===== src/rtl/int_matrix_vector_multiply_defines.svh =====
// Assertion macros shared by the matrix-vector multiply RTL.
// Define ASSERT_OFF to compile the assertions out.
`ifndef INT_MATRIX_VECTOR_MULTIPLY_DEFINES_SVH
`define INT_MATRIX_VECTOR_MULTIPLY_DEFINES_SVH

`ifndef ASSERT_OFF

// Same-cycle implication, checked at every rising edge outside reset.
`define IMVM_ASSERT_IMPL(lbl, clk, rst, ante, cons, msg) \
   lbl: assert property (@(posedge clk) disable iff (rst) (ante) |-> (cons)) \
      else $error(msg);

// Next-cycle implication, checked at every rising edge outside reset.
`define IMVM_ASSERT_NEXT(lbl, clk, rst, ante, cons, msg) \
   lbl: assert property (@(posedge clk) disable iff (rst) (ante) |=> (cons)) \
      else $error(msg);

`else

`define IMVM_ASSERT_IMPL(lbl, clk, rst, ante, cons, msg)
`define IMVM_ASSERT_NEXT(lbl, clk, rst, ante, cons, msg)

`endif

`endif


===== src/rtl/imvm_pkg.sv =====
package imvm_pkg;

   localparam int IDX_W   = 6;
   localparam int DATA_W  = 32;
   localparam int CFG_W   = 5;
   localparam int CMP_W   = IDX_W + 1;

   localparam logic [1:0] OP_LOAD_MATRIX = 2'd0;
   localparam logic [1:0] OP_LOAD_VECTOR = 2'd1;
   localparam logic [1:0] OP_MULTIPLY    = 2'd2;

   localparam logic REG_NUM_ROWS = 1'b0;
   localparam logic REG_NUM_COLS = 1'b1;

   localparam logic STATUS_OK        = 1'b0;
   localparam logic STATUS_OUT_RANGE = 1'b1;

   typedef struct packed {
      logic [1:0]              operation;
      logic [IDX_W-1:0]        row_index;
      logic [IDX_W-1:0]        col_index;
      logic signed [DATA_W-1:0] value;
   } req_data_type;

   typedef struct packed {
      logic signed [DATA_W-1:0] result_value;
      logic [IDX_W-1:0]        result_row;
      logic                    last;
      logic                    status;
   } rsp_data_type;

   // Commands from the controller to the datapath.
   typedef struct packed {
      logic              mat_we;
      logic              vec_we;
      logic              err;
      logic              rd_en;
      logic              rd_first;
      logic              rd_last;
      logic              rd_last_row;
      logic [IDX_W-1:0]  row;
      logic [IDX_W-1:0]  col;
      logic [DATA_W-1:0] wr_value;
   } cmd_type;

   // Status from the datapath to the controller.
   typedef struct packed {
      logic busy;
      logic row_done;
   } status_type;

endpackage


===== src/rtl/imvm_ctrl.sv =====
`include "int_matrix_vector_multiply_defines.svh"

module imvm_ctrl #(
   parameter int MAX_ROWS = 16,
   parameter int MAX_COLS = 16
) (
   input  logic                    clock,
   input  logic                    reset,
   input  logic                    req_valid,
   output logic                    req_stall,
   input  imvm_pkg::req_data_type  req_data,
   input  logic                    csr_we,
   input  logic                    csr_index,
   input  logic [imvm_pkg::CFG_W-1:0] csr_wdata,
   output imvm_pkg::cmd_type       cmd,
   input  imvm_pkg::status_type    status
);

   import imvm_pkg::*;

   localparam int ROW_W  = $clog2(MAX_ROWS > 1 ? MAX_ROWS : 2);
   localparam int COL_W  = $clog2(MAX_COLS > 1 ? MAX_COLS : 2);
   localparam int RCNT_W = $clog2(MAX_ROWS + 1);
   localparam int CCNT_W = $clog2(MAX_COLS + 1);

   localparam logic [1:0] ST_IDLE  = 2'd0;
   localparam logic [1:0] ST_ISSUE = 2'd1;
   localparam logic [1:0] ST_WAIT  = 2'd2;

   logic [1:0]        state_ff, state_in;
   logic [ROW_W-1:0]  row_ff, row_in;
   logic [COL_W-1:0]  col_ff, col_in;
   logic [RCNT_W-1:0] rows_ff, rows_in;
   logic [CCNT_W-1:0] cols_ff, cols_in;
   logic              accept;
   logic              row_ok;
   logic              col_ok;
   logic              col_last;
   logic              row_last;

   // A written size of zero counts as one; sizes above the maximum saturate.
   function automatic logic [RCNT_W-1:0] clamp_rows(input logic [CFG_W-1:0] x);
      if (x == '0) begin
         return RCNT_W'(1);
      end
      if (CMP_W'(x) > CMP_W'(MAX_ROWS)) begin
         return RCNT_W'(MAX_ROWS);
      end
      return RCNT_W'(x);
   endfunction

   function automatic logic [CCNT_W-1:0] clamp_cols(input logic [CFG_W-1:0] x);
      if (x == '0) begin
         return CCNT_W'(1);
      end
      if (CMP_W'(x) > CMP_W'(MAX_COLS)) begin
         return CCNT_W'(MAX_COLS);
      end
      return CCNT_W'(x);
   endfunction

   assign req_stall = (state_ff != ST_IDLE) || status.busy;
   assign accept    = req_valid && !req_stall;

   assign row_ok   = CMP_W'(req_data.row_index) < CMP_W'(rows_ff);
   assign col_ok   = CMP_W'(req_data.col_index) < CMP_W'(cols_ff);
   assign col_last = CCNT_W'(col_ff) == (cols_ff - CCNT_W'(1));
   assign row_last = RCNT_W'(row_ff) == (rows_ff - RCNT_W'(1));

   always_comb begin
      state_in = state_ff;
      row_in   = row_ff;
      col_in   = col_ff;
      rows_in  = rows_ff;
      cols_in  = cols_ff;
      cmd      = '0;

      if (csr_we) begin
         case (csr_index)
            REG_NUM_ROWS: rows_in = clamp_rows(csr_wdata);
            REG_NUM_COLS: cols_in = clamp_cols(csr_wdata);
            default: ;
         endcase
      end

      case (state_ff)
         ST_IDLE: begin
            cmd.row      = req_data.row_index;
            cmd.col      = req_data.col_index;
            cmd.wr_value = req_data.value;
            if (accept) begin
               case (req_data.operation)
                  OP_LOAD_MATRIX: begin
                     cmd.mat_we = row_ok && col_ok;
                     cmd.err    = !(row_ok && col_ok);
                  end
                  OP_LOAD_VECTOR: begin
                     cmd.vec_we = col_ok;
                     cmd.err    = !col_ok;
                  end
                  OP_MULTIPLY: begin
                     row_in   = '0;
                     col_in   = '0;
                     state_in = ST_ISSUE;
                  end
                  default: ;
               endcase
            end
         end
         ST_ISSUE: begin
            cmd.row = IDX_W'(row_ff);
            cmd.col = IDX_W'(col_ff);
            // A row starts only when the output register can take its result.
            if (!(col_ff == '0 && status.busy)) begin
               cmd.rd_en       = 1'b1;
               cmd.rd_first    = col_ff == '0;
               cmd.rd_last     = col_last;
               cmd.rd_last_row = row_last;
               if (col_last) begin
                  state_in = ST_WAIT;
               end else begin
                  col_in = col_ff + COL_W'(1);
               end
            end
         end
         ST_WAIT: begin
            if (status.row_done) begin
               if (row_last) begin
                  state_in = ST_IDLE;
               end else begin
                  row_in   = row_ff + ROW_W'(1);
                  col_in   = '0;
                  state_in = ST_ISSUE;
               end
            end
         end
         default: begin
            state_in = ST_IDLE;
         end
      endcase
   end

   always_ff @(posedge clock) begin
      if (reset) begin
         state_ff <= ST_IDLE;
         row_ff   <= '0;
         col_ff   <= '0;
         rows_ff  <= RCNT_W'(1);
         cols_ff  <= CCNT_W'(1);
      end else begin
         state_ff <= state_in;
         row_ff   <= row_in;
         col_ff   <= col_in;
         rows_ff  <= rows_in;
         cols_ff  <= cols_in;
      end
   end

   `IMVM_ASSERT_IMPL(a_done_in_wait, clock, reset, status.row_done, state_ff == ST_WAIT, "row result arrived outside the wait state")
   `IMVM_ASSERT_IMPL(a_one_command, clock, reset, 1'b1, $onehot0({cmd.mat_we, cmd.vec_we, cmd.err, cmd.rd_en}), "more than one datapath command at once")
   `IMVM_ASSERT_NEXT(a_issue_after_wait, clock, reset, state_ff == ST_WAIT && status.row_done && !row_last, state_ff == ST_ISSUE && col_ff == '0, "next row did not restart at the first column")

endmodule


===== config.mk =====
export PLATFORM = sky130hd
export DESIGN_NAME = imvm_ctrl
export DESIGN_NICKNAME = d
export VERILOG_FILES = /design/src/rtl/imvm_pkg.sv /design/src/rtl/imvm_ctrl.sv
export VERILOG_INCLUDE_DIRS = /design/src /design/src/rtl
export SDC_FILE = /design/constraint.sdc
export NUM_CORES = 1
export LEC_CHECK = 0
export ABC_AREA = 1
export ABC_CLOCK_PERIOD_IN_PS = 1700
export BUFFER_PORTS_ARGS = -buffer_cell sky130_fd_sc_hd__buf_4
export CORE_MARGIN = 3
export CORE_UTILIZATION = 40
export DETAILED_ROUTE_END_ITERATION = 16
export HOLD_SLACK_MARGIN = 0.06
export PLACE_DENSITY = 0.89
export SKIP_CTS_REPAIR_TIMING = 1
export SLEW_MARGIN = 20
export SYNTH_ARGS = -nofsm -noshare
export SYNTH_HDL_FRONTEND = slang
export SYNTH_SLANG_ARGS = --single-unit

===== constraint.sdc =====
create_clock -name clock -period 1.7 [get_ports clock]
set_input_delay 0.17 -clock clock [delete_from_list [all_inputs] [get_ports clock]]
set_output_delay 0.17 -clock clock [all_outputs]
set_load 0.005 [all_outputs]

==> results.sh, run 1 <==
export IMPL_dr_wl_met2_um=3610
export IMPL_crit_path_end_kind="output port"
export IMPL_pwr_density_cell_nw_per_um2=899
export IMPL_fin_worst_skew_ns=0.00285
export IMPL_dr_wl_met3_um=507
export IMPL_wl_met1_um=2660
export IMPL_syn_nets=423
export IMPL_rsz0062_at_grt="true"
export IMPL_cts_made_buffers=3
export IMPL_antenna_found_initial=0
export IMPL_synth_area_leader_cell="dfxtp_1"
export IMPL_num_rows=24
export IMPL_hpwlAfterDp_um=5340
export IMPL_num_io_pins=110
export IMPL_ys_warn_count=0
export IMPL_drtAntennaViolNets=0
export IMPL_htreeDepth=1
export IMPL_drtIter0Drc=116
export IMPL_drc_errors=0
export IMPL_detailedPlace_worstSlack_ns=-0.0869
export IMPL_peakVddDrop_mv=0.459
export IMPL_min_path_cells=2
export IMPL_fp_dieH_um=75.7
export IMPL_ys_ff_latch=20
export IMPL_grt_pass1_vias=2080
export IMPL_crit_fanout=3
export IMPL_post_drt_wl_per_cell_um=12.6
export IMPL_core_area_um2=4530
export IMPL_outcome="finished with violations"
export IMPL_synth_enable_flop_cells=0
export IMPL_slew_violations=0
export IMPL_clkTransAtPathRegs_ns=0.07
export IMPL_clock_path_buffers=2
export IMPL_power_static_leakage_nw=1.77
export IMPL_dr_pass1_iters=4
export IMPL_clock_latency_ns=0.26
export IMPL_final_util_pct=71.3
export IMPL_hold_violations=0
export IMPL_post_synth_num_cell_types=29
export IMPL_area_delta_synth_final_pct=66.3
export IMPL_cts_tree="done"
export IMPL_nNetsFinal=551
export IMPL_synth_area_leaders="dfxtp_1 21%, inv_1 16%, nand2_1 14%"
export IMPL_crit_type="reg -> out"
export IMPL_floorplan_initialDensity_pct=42.9
export IMPL_maxCapViolations=0
export IMPL_worst_r2r_setup_slack_ns=-0.07
export IMPL_syn_area_um2=1940
export IMPL_grt_ovfl_total=0
export IMPL_synth_main_ff_cell="dfxtp_1"
export IMPL_worst_ep_required_time_ns=1.53
export IMPL_setup_slack_ns=-0.216
export IMPL_fin_crit_sh_pct=113
export IMPL_die_w_um=75.7
export IMPL_setup_violations_final=12
export IMPL_clockRootBuffer="clkbuf_8"
export IMPL_min_period_ns=1.92
export IMPL_drive_gt1_share_pct=40.6
export IMPL_totalWireLength_um=6850
export IMPL_relSlewSlack_pct=71.7
export IMPL_n_antenna_cell=0
export IMPL_async_flop_share_pct=0
export IMPL_fmax_mhz=522
export IMPL_r2r_cells=13
export IMPL_seq_area_frac_synth_pct=20.6
export IMPL_grt_pass1_wl_um=9170
export IMPL_top_layer="met4"
export IMPL_vias_per_cell=4.76
export IMPL_grtUsageTotal_pct=20.6
export IMPL_crit_path_start_kind="register"
export IMPL_worstMarginPinSlew_ns=0.421
export IMPL_cts_sinks=20
export IMPL_final_common_cell="buf_4"
export IMPL_vias=2584
export IMPL_worstPathArrival_ns=1.75
export IMPL_final_cell_mix="128 x buf_4, 75 x inv_1, 64 x nor2_1"
export IMPL_dieArea_um2=5730
export IMPL_synth_top_area_share_pct=20.6
export IMPL_syn_area_per_cell_um2=5.52
export IMPL_hold_path_class="in -> reg"
export IMPL_syn_inst=352
export IMPL_grt_max_degree=37
export IMPL_gp_congestion=0.940
export IMPL_violations="setup timing"
export IMPL_portBuffers=109
-- cell usage after synthesis, types with 2 or more instances --
cell,n
a211oi_1,2
a21oi_1,18
a21oi_2,2
buf_2,6
dfxtp_1,20
ha_1,13
inv_1,82
inv_2,3
nand2_1,71
nand2_2,4
nand3_1,19
nor2_1,69
nor2_2,2
nor3_1,2
nor4_1,2
o21ai_0,21
or2_2,2
xnor2_1,2
xor2_1,2
-- power breakdown --
| group | switching [mW] | internal (mW) |
|---|---|---|
| sequential | 0.0697 | 0.528 |
| clock | 0.146 | 0.158 |
| combinational | 1.03 | 0.977 |
| total | 1.24 | 1.66 |
-- final cells by class --
class | count | area (µm²)
inverters | 85 | 330
fillers | 371 | 1300
well taps | 65 | 81.3
flip-flops and latches | 20 | 410
multi-input cells | 239 | 1370
repair buffers | 131 | 1000
clock buffers | 3 | 41.3
-- critical path, stage by stage (launching register included) --
cell and delay [ns]:
dfxtp_4 0.37, inv_4 0.05, ha_4 0.25, o21ai_0 0.07
nand2_1 0.08, nand2_1 0.06, a21oi_2 0.13, o21ai_1 0.07
nand2_1 0.08, nand2_1 0.07, a21oi_2 0.14, buf_4 0.12
-- state kept, by name, indices dropped and copies added (netlist names) --
register / flops
col_ff: 4
cols_ff: 5
row_ff: 4
rows_ff: 5
state_ff: 2
-- layer usage --
layer | global-route usage [%] | vias up
met1 | 23.9 | 1159
met5 | 0 | -
met4 | 4.47 | 0
li1 | - | 1313
met2 | 39.6 | 104
met3 | 3.03 | 8
-- path summary, 6_finish.rpt --
check | from | end
hold / removal | reset | state_ff[0]
setup / recovery | rows_ff[1] | cmd[48]
setup reg to reg | rows_ff[1] | row_ff[1]
hold reg to reg | state_ff[0] | state_ff[0]
-- cells by family after synthesis --
kind of cell	after synthesis	share of synthesized area (%)
flops	20	20.6
fa+ha+maj	13	8.37
xor+xnor	4	1.80
buf+inv	93	18.5
compound gates	47	13.2
simple gates	175	37.5
-- metrics by stage --
step | hold slack [ns] | TNS, ns | instances | total power, mW | cell area [µm²]
final | 0.154 | -0.953 | 543 | 2.91 | 3230
after global routing | 0.155 | -3.05 | 543 | 3.12 | 3230
after CTS | 0.148 | -1.76 | 536 | 2.62 | 2970
after detailed placement | 0.412 | -0.400 | 533 | 2.32 | 2930
after global placement | 0.408 | 0 | 533 | 2.27 | 2930
after floorplan | 0.333 | 0 | 352 | 1.44 | 1940
Power figures use the tool's default switching activity.
==> run 2: changes to the inputs <==
--- a/config.mk
+++ b/config.mk
@@ -14,6 +14,7 @@
 export DETAILED_ROUTE_END_ITERATION = 16
 export HOLD_SLACK_MARGIN = 0.06
 export PLACE_DENSITY = 0.89
+export RECOVER_POWER = 50
 export SKIP_CTS_REPAIR_TIMING = 1
 export SLEW_MARGIN = 20
 export SYNTH_ARGS = -nofsm -noshare
==> run 2 against run 1 <==
  * The flow still finishes with violations (setup timing)
  * Wire length hardly changed
  * Clock-buffer cell count stayed put
  * Setup slack worse by 0.0037 ns
  * Total power is 0.55% lower
  * Utilization is 0.22 points lower
  * Via count is 0.43% lower
  * Sequential power is 0.7% lower
  * Final cell count stayed put
  * Clock skew is 0.0011 ns higher
  * Highest routed layer unchanged
==> results.sh, run 2 (same netlist as run 1, synthesis figures left out) <==
export IMPL_outcome="finished with violations"
export IMPL_violations="setup timing"
export IMPL_setup_violations_final=17
export IMPL_worst_r2r_setup_slack_ns=-0.07
export IMPL_core_area_um2=4530
export IMPL_min_from="csr_wdata[1]"
export IMPL_crit_path_end_kind="output port"
export IMPL_totalPowerFinal_mw=2.89
export IMPL_cts_made_buffers=3
export IMPL_nNetsFinal=551
export IMPL_clkTransAtPathRegs_ns=0.07
export IMPL_regArea_um2=408
export IMPL_worstPathArrival_ns=1.75
export IMPL_clock_latency_ns=0.26
export IMPL_drtAntennaViolNets=0
export IMPL_rsz0062_at_grt="true"
export IMPL_grtUsageTotal_pct=20.6
export IMPL_design_area_um2=3220
export IMPL_die_w_um=75.7
export IMPL_hold_violations=0
export IMPL_floorplan_initialDensity_pct=42.9
export IMPL_grt_pass1_wl_um=9170
export IMPL_detailedPlace_worstSlack_ns=-0.0869
export IMPL_htreeDepth=1
export IMPL_cts_tree="done"
export IMPL_clockRootBuffer="clkbuf_8"
export IMPL_dieArea_um2=5730
export IMPL_post_drt_wl_per_cell_um=12.6
export IMPL_crit_fanout=3
export IMPL_min_period_ns=1.92
export IMPL_pwr_density_cell_nw_per_um2=897
export IMPL_drive_gt1_share_pct=39.3
export IMPL_peakVddDrop_mv=0.462
export IMPL_num_io_pins=110
export IMPL_fmax_mhz=521
export IMPL_hpwlAfterDp_um=5340
export IMPL_maxCapViolations=0
export IMPL_num_rows=24
export IMPL_hold_path_class="in -> reg"
export IMPL_setup_slack_ns=-0.220
export IMPL_multi_input_area_um2=1370
export IMPL_fin_worst_skew_ns=0.00390
export IMPL_gp_congestion=0.940
export IMPL_totalWireLength_um=6840
export IMPL_relSlewSlack_pct=63.3
export IMPL_worstReg2RegEnd="col_ff[0]"
export IMPL_postPlaceCellArea_um2=2930
export IMPL_vias=2573
export IMPL_crit_path_start_kind="register"
export IMPL_final_cell_mix="125 x buf_4, 77 x inv_1, 64 x nor2_1"
export IMPL_crit_type="reg -> out"
export IMPL_fin_tns_setup_ns=-1.31
export IMPL_r2r_start="state_ff[1]"
export IMPL_fin_crit_sh_pct=113
export IMPL_clock_path_buffers=2
export IMPL_filler_cell_count=371
export IMPL_min_path_cells=3
export IMPL_r2r_cells=9
export IMPL_power_static_leakage_nw=1.77
export IMPL_fp_dieH_um=75.7
export IMPL_drtIter0Drc=111
export IMPL_dr_pass1_iters=4
export IMPL_n_antenna_cell=0
export IMPL_worstMarginPinSlew_ns=0.550
export IMPL_grt_max_degree=37
export IMPL_grt_pass1_vias=2080
export IMPL_worst_ep_required_time_ns=1.53
export IMPL_largest_registers="cols_ff x5, rows_ff x5"
export IMPL_grt_ovfl_total=0
export IMPL_portBuffers=109
export IMPL_antenna_found_initial=0
export IMPL_drc_errors=0
export IMPL_final_util_pct=71.1
export IMPL_min_to="rows_ff[1]"
export IMPL_vias_per_cell=4.74
export IMPL_area_delta_synth_final_pct=65.8
export IMPL_final_common_cell="buf_4"
export IMPL_slew_violations=0
export IMPL_cts_sinks=20
[run 2: per-layer routing]
layer	wire (µm)	share of wire (%)	global-route usage [%]
met1	2610	38	23.9
met4	76	1.1	4.47
met5	0	0	0
met3	559	8.2	3.03
met2	3600	53	39.6
[run 2: worst max-delay path, stage by stage, from the launching register on]
cell and delay [ns]:
dfxtp_4 0.37, inv_4 0.05, ha_4 0.25, o21ai_0 0.07
nand2_1 0.08, nand2_1 0.06, a21oi_2 0.13, o21ai_1 0.07
nand2_1 0.09, nand2_1 0.07, a21oi_2 0.14, buf_4 0.12
[run 2: how the worst max path moves through the flow]
stage	from	endpoint	cells past startpoint
after floorplan	rows_ff[0]	col_ff[1]	14
after global placement	cols_ff[1]	cmd[48]	11
after detailed placement	cols_ff[1]	cmd[48]	11
after CTS	cols_ff[1]	cmd[48]	11
after global routing	cols_ff[1]	cmd[50]	12
final	rows_ff[1]	cmd[48]	11
[run 2: layout make-up]
cell class              count  share of cell area [%]
multi-input cells         239                    42.4
repair buffers            131                    30.9
flip-flops and latches     20                    12.7
inverters                  85                    10.3
well taps                  65                    2.52
clock buffers               3                    1.28
[run 2: through the flow]
| step | hold WS (ns) | cells |
|---|---|---|
| 5_1_grt | 0.238 | 543 |
| 3_3_place_gp | 0.408 | 533 |
| 4_1_cts | 0.148 | 536 |
| 2_1_floorplan | 0.333 | 352 |
| 3_5_place_dp | 0.412 | 533 |
| 6_report | 0.220 | 543 |
[run 2: power breakdown]
part / switching [mW] / internal (mW) / leakage [nW]
logic: 1.02 / 0.968 / 1.58
registers: 0.0691 / 0.525 / 0.164
clock network: 0.147 / 0.158 / 0.0216
==> run 3: changes to the inputs <==
--- a/config.mk
+++ b/config.mk
@@ -15,8 +15,8 @@
 export HOLD_SLACK_MARGIN = 0.06
 export PLACE_DENSITY = 0.89
 export RECOVER_POWER = 50
+export REMOVE_ABC_BUFFERS = 1
 export SKIP_CTS_REPAIR_TIMING = 1
-export SLEW_MARGIN = 20
 export SYNTH_ARGS = -nofsm -noshare
 export SYNTH_HDL_FRONTEND = slang
 export SYNTH_SLANG_ARGS = --single-unit
==> run 3 against run 2 <==
  * The flow still finishes with violations (setup timing)
  * Total power increased by 0.92%
  * Sequential power about the same
  * Maximum frequency decreased by 1.7%
  * Sequential cell count unchanged
  * Sequential share of layout area increased by 0.25 points
  * Register-to-register slack got worse by 0.09 ns
  * Die area unchanged
  * Global-route usage increased by 0.61 points
  * Combinational power decreased by 2%
  * Setup slack got worse by 0.034 ns
  * Critical path type unchanged
  * Highest routed layer unchanged
==> results.sh, run 3 (same netlist as run 1, synthesis figures left out) <==
export IMPL_p_clk_share_pct=12.9
export IMPL_hpwlAfterDp_um=5460
export IMPL_n_antenna_cell=0
export IMPL_min_period_ns=1.95
export IMPL_drive_gt1_share_pct=37.5
export IMPL_crit_start="cols_ff[1]"
export IMPL_post_drt_wl_per_cell_um=12.9
export IMPL_peakVddDrop_mv=0.599
export IMPL_crit_path_end_kind="output port"
export IMPL_fin_tns_setup_ns=-2.14
export IMPL_worst_r2r_setup_slack_ns=-0.16
export IMPL_worst_ep_required_time_ns=1.53
export IMPL_dr_pass1_iters=4
export IMPL_drc_errors=0
export IMPL_num_rows=24
export IMPL_violations="setup timing"
export IMPL_totalWireLength_um=6990
export IMPL_worstPathArrival_ns=1.78
export IMPL_fp_dieH_um=75.7
export IMPL_clock_latency_ns=0.26
export IMPL_power_switching_mw=1.24
export IMPL_min_to="rows_ff[1]"
export IMPL_power_static_leakage_nw=1.75
export IMPL_min_from="csr_wdata[1]"
export IMPL_dieArea_um2=5730
export IMPL_final_cell_mix="113 x buf_4, 76 x inv_1, 65 x nand2_1"
export IMPL_largest_registers="cols_ff x5, rows_ff x5"
export IMPL_grt_pass1_vias=2279
export IMPL_relSlewSlack_pct=59.7
export IMPL_grt_ovfl_total=0
export IMPL_floorplan_initialDensity_pct=42.9
export IMPL_cts_tree="done"
export IMPL_fin_worst_skew_ns=0.00686
export IMPL_drtIter0Drc=142
export IMPL_crit_type="reg -> out"
export IMPL_rsz0062_at_grt="true"
export IMPL_outcome="finished with violations"
export IMPL_dp_cells=531
export IMPL_vias_per_cell=4.86
export IMPL_setup_slack_ns=-0.253
export IMPL_r2r_start="rows_ff[1]"
export IMPL_gp_congestion=0.868
export IMPL_totalPowerFinal_mw=2.92
export IMPL_layout_cells_non_filler=542
export IMPL_p_comb_share_pct=66.8
export IMPL_worstMarginPinSlew_ns=0.604
export IMPL_antenna_found_initial=0
export IMPL_htreeDepth=1
export IMPL_die_w_um=75.7
export IMPL_crit_path_start_kind="register"
export IMPL_hold_path_class="in -> reg"
export IMPL_vias=2633
export IMPL_slew_violations=0
export IMPL_grtUsageTotal_pct=21.2
export IMPL_clock_path_buffers=2
export IMPL_r2r_cells=13
export IMPL_pwr_density_cell_nw_per_um2=929
export IMPL_worstReg2RegEnd="row_ff[3]"
export IMPL_crit_fanout=3
export IMPL_grt_max_degree=37
export IMPL_nNetsFinal=549
export IMPL_fin_crit_sh_pct=115
export IMPL_p_int_mw=1.67
export IMPL_final_common_cell="buf_4"
export IMPL_grt_pass1_wl_um=9560
export IMPL_num_io_pins=110
export IMPL_detailedPlace_worstSlack_ns=-0.0301
export IMPL_fmax_mhz=512
export IMPL_cts_sinks=20
export IMPL_area_delta_synth_final_pct=61.6
export IMPL_setup_violations_final=15
export IMPL_clockRootBuffer="clkbuf_8"
export IMPL_switching_share_pct=42.6
export IMPL_seq_power_share_pct=20.3
export IMPL_min_path_cells=3
export IMPL_drtAntennaViolNets=0
export IMPL_cts_made_buffers=3
export IMPL_maxCapViolations=0
export IMPL_clkTransAtPathRegs_ns=0.08
export IMPL_portBuffers=109
export IMPL_core_area_um2=4530
export IMPL_hold_violations=0
[run 3: metrics by stage]
stage	util [%]	hold slack [ns]	cell area (µm²)
floorplan	-	0.232	1900
finish	69.3	0.239	3140
detailed placement	63.9	0.421	2900
global route	69.3	0.262	3140
global placement	63.9	0.421	2900
CTS	65.1	0.143	2950
[run 3: power groups by stage]
stage	clock network, mW	registers, mW	logic, mW
2_1_floorplan	0	0.583	0.797
3_3_place_gp	0	0.587	1.63
3_5_place_dp	0	0.592	1.68
4_1_cts	0.376	0.580	1.69
5_1_grt	0.390	0.603	2.15
6_report	0.377	0.592	1.95
[run 3: worst max path at each step]
stage	endpoint	slack [ns]
2_1_floorplan	row_ff[1]	0.05
3_3_place_gp	cmd[45]	0.02
3_5_place_dp	col_ff[2]	-0.03
4_1_cts	cmd[45]	-0.32
5_1_grt	cmd[50]	-0.39
6_report	cmd[50]	-0.25
[run 3: layout make-up]
cell class	instances	area, µm²
inverters	85	323
fillers	362	1390
flip-flops and latches	20	405
well taps	65	81.3
multi-input cells	239	1290
clock buffers	4	55.1
repair buffers	129	983
[run 3: critical path, stage by stage, from the launching register on]
cell	delay, ns
dfxtp_2	0.34
inv_2	0.06
ha_1	0.26
o21ai_1	0.10
nand2_1	0.07
nand2_1	0.07
nand2_1	0.05
nand2_1	0.07
a21boi_2	0.08
nor2_2	0.13
nand3_1	0.08
nor2_1	0.09
buf_4	0.12
[run 3: routing by layer]
metal	wire length, µm	part of all wire [%]	global-route usage [%]	vias to the layer above
met3	669	9.6	4.22	15
li1	-	-	-	1308
met5	0	0	0	-
met2	3620	52	40.6	108
met1	2580	37	22.9	1202
met4	122	1.7	7.57	0
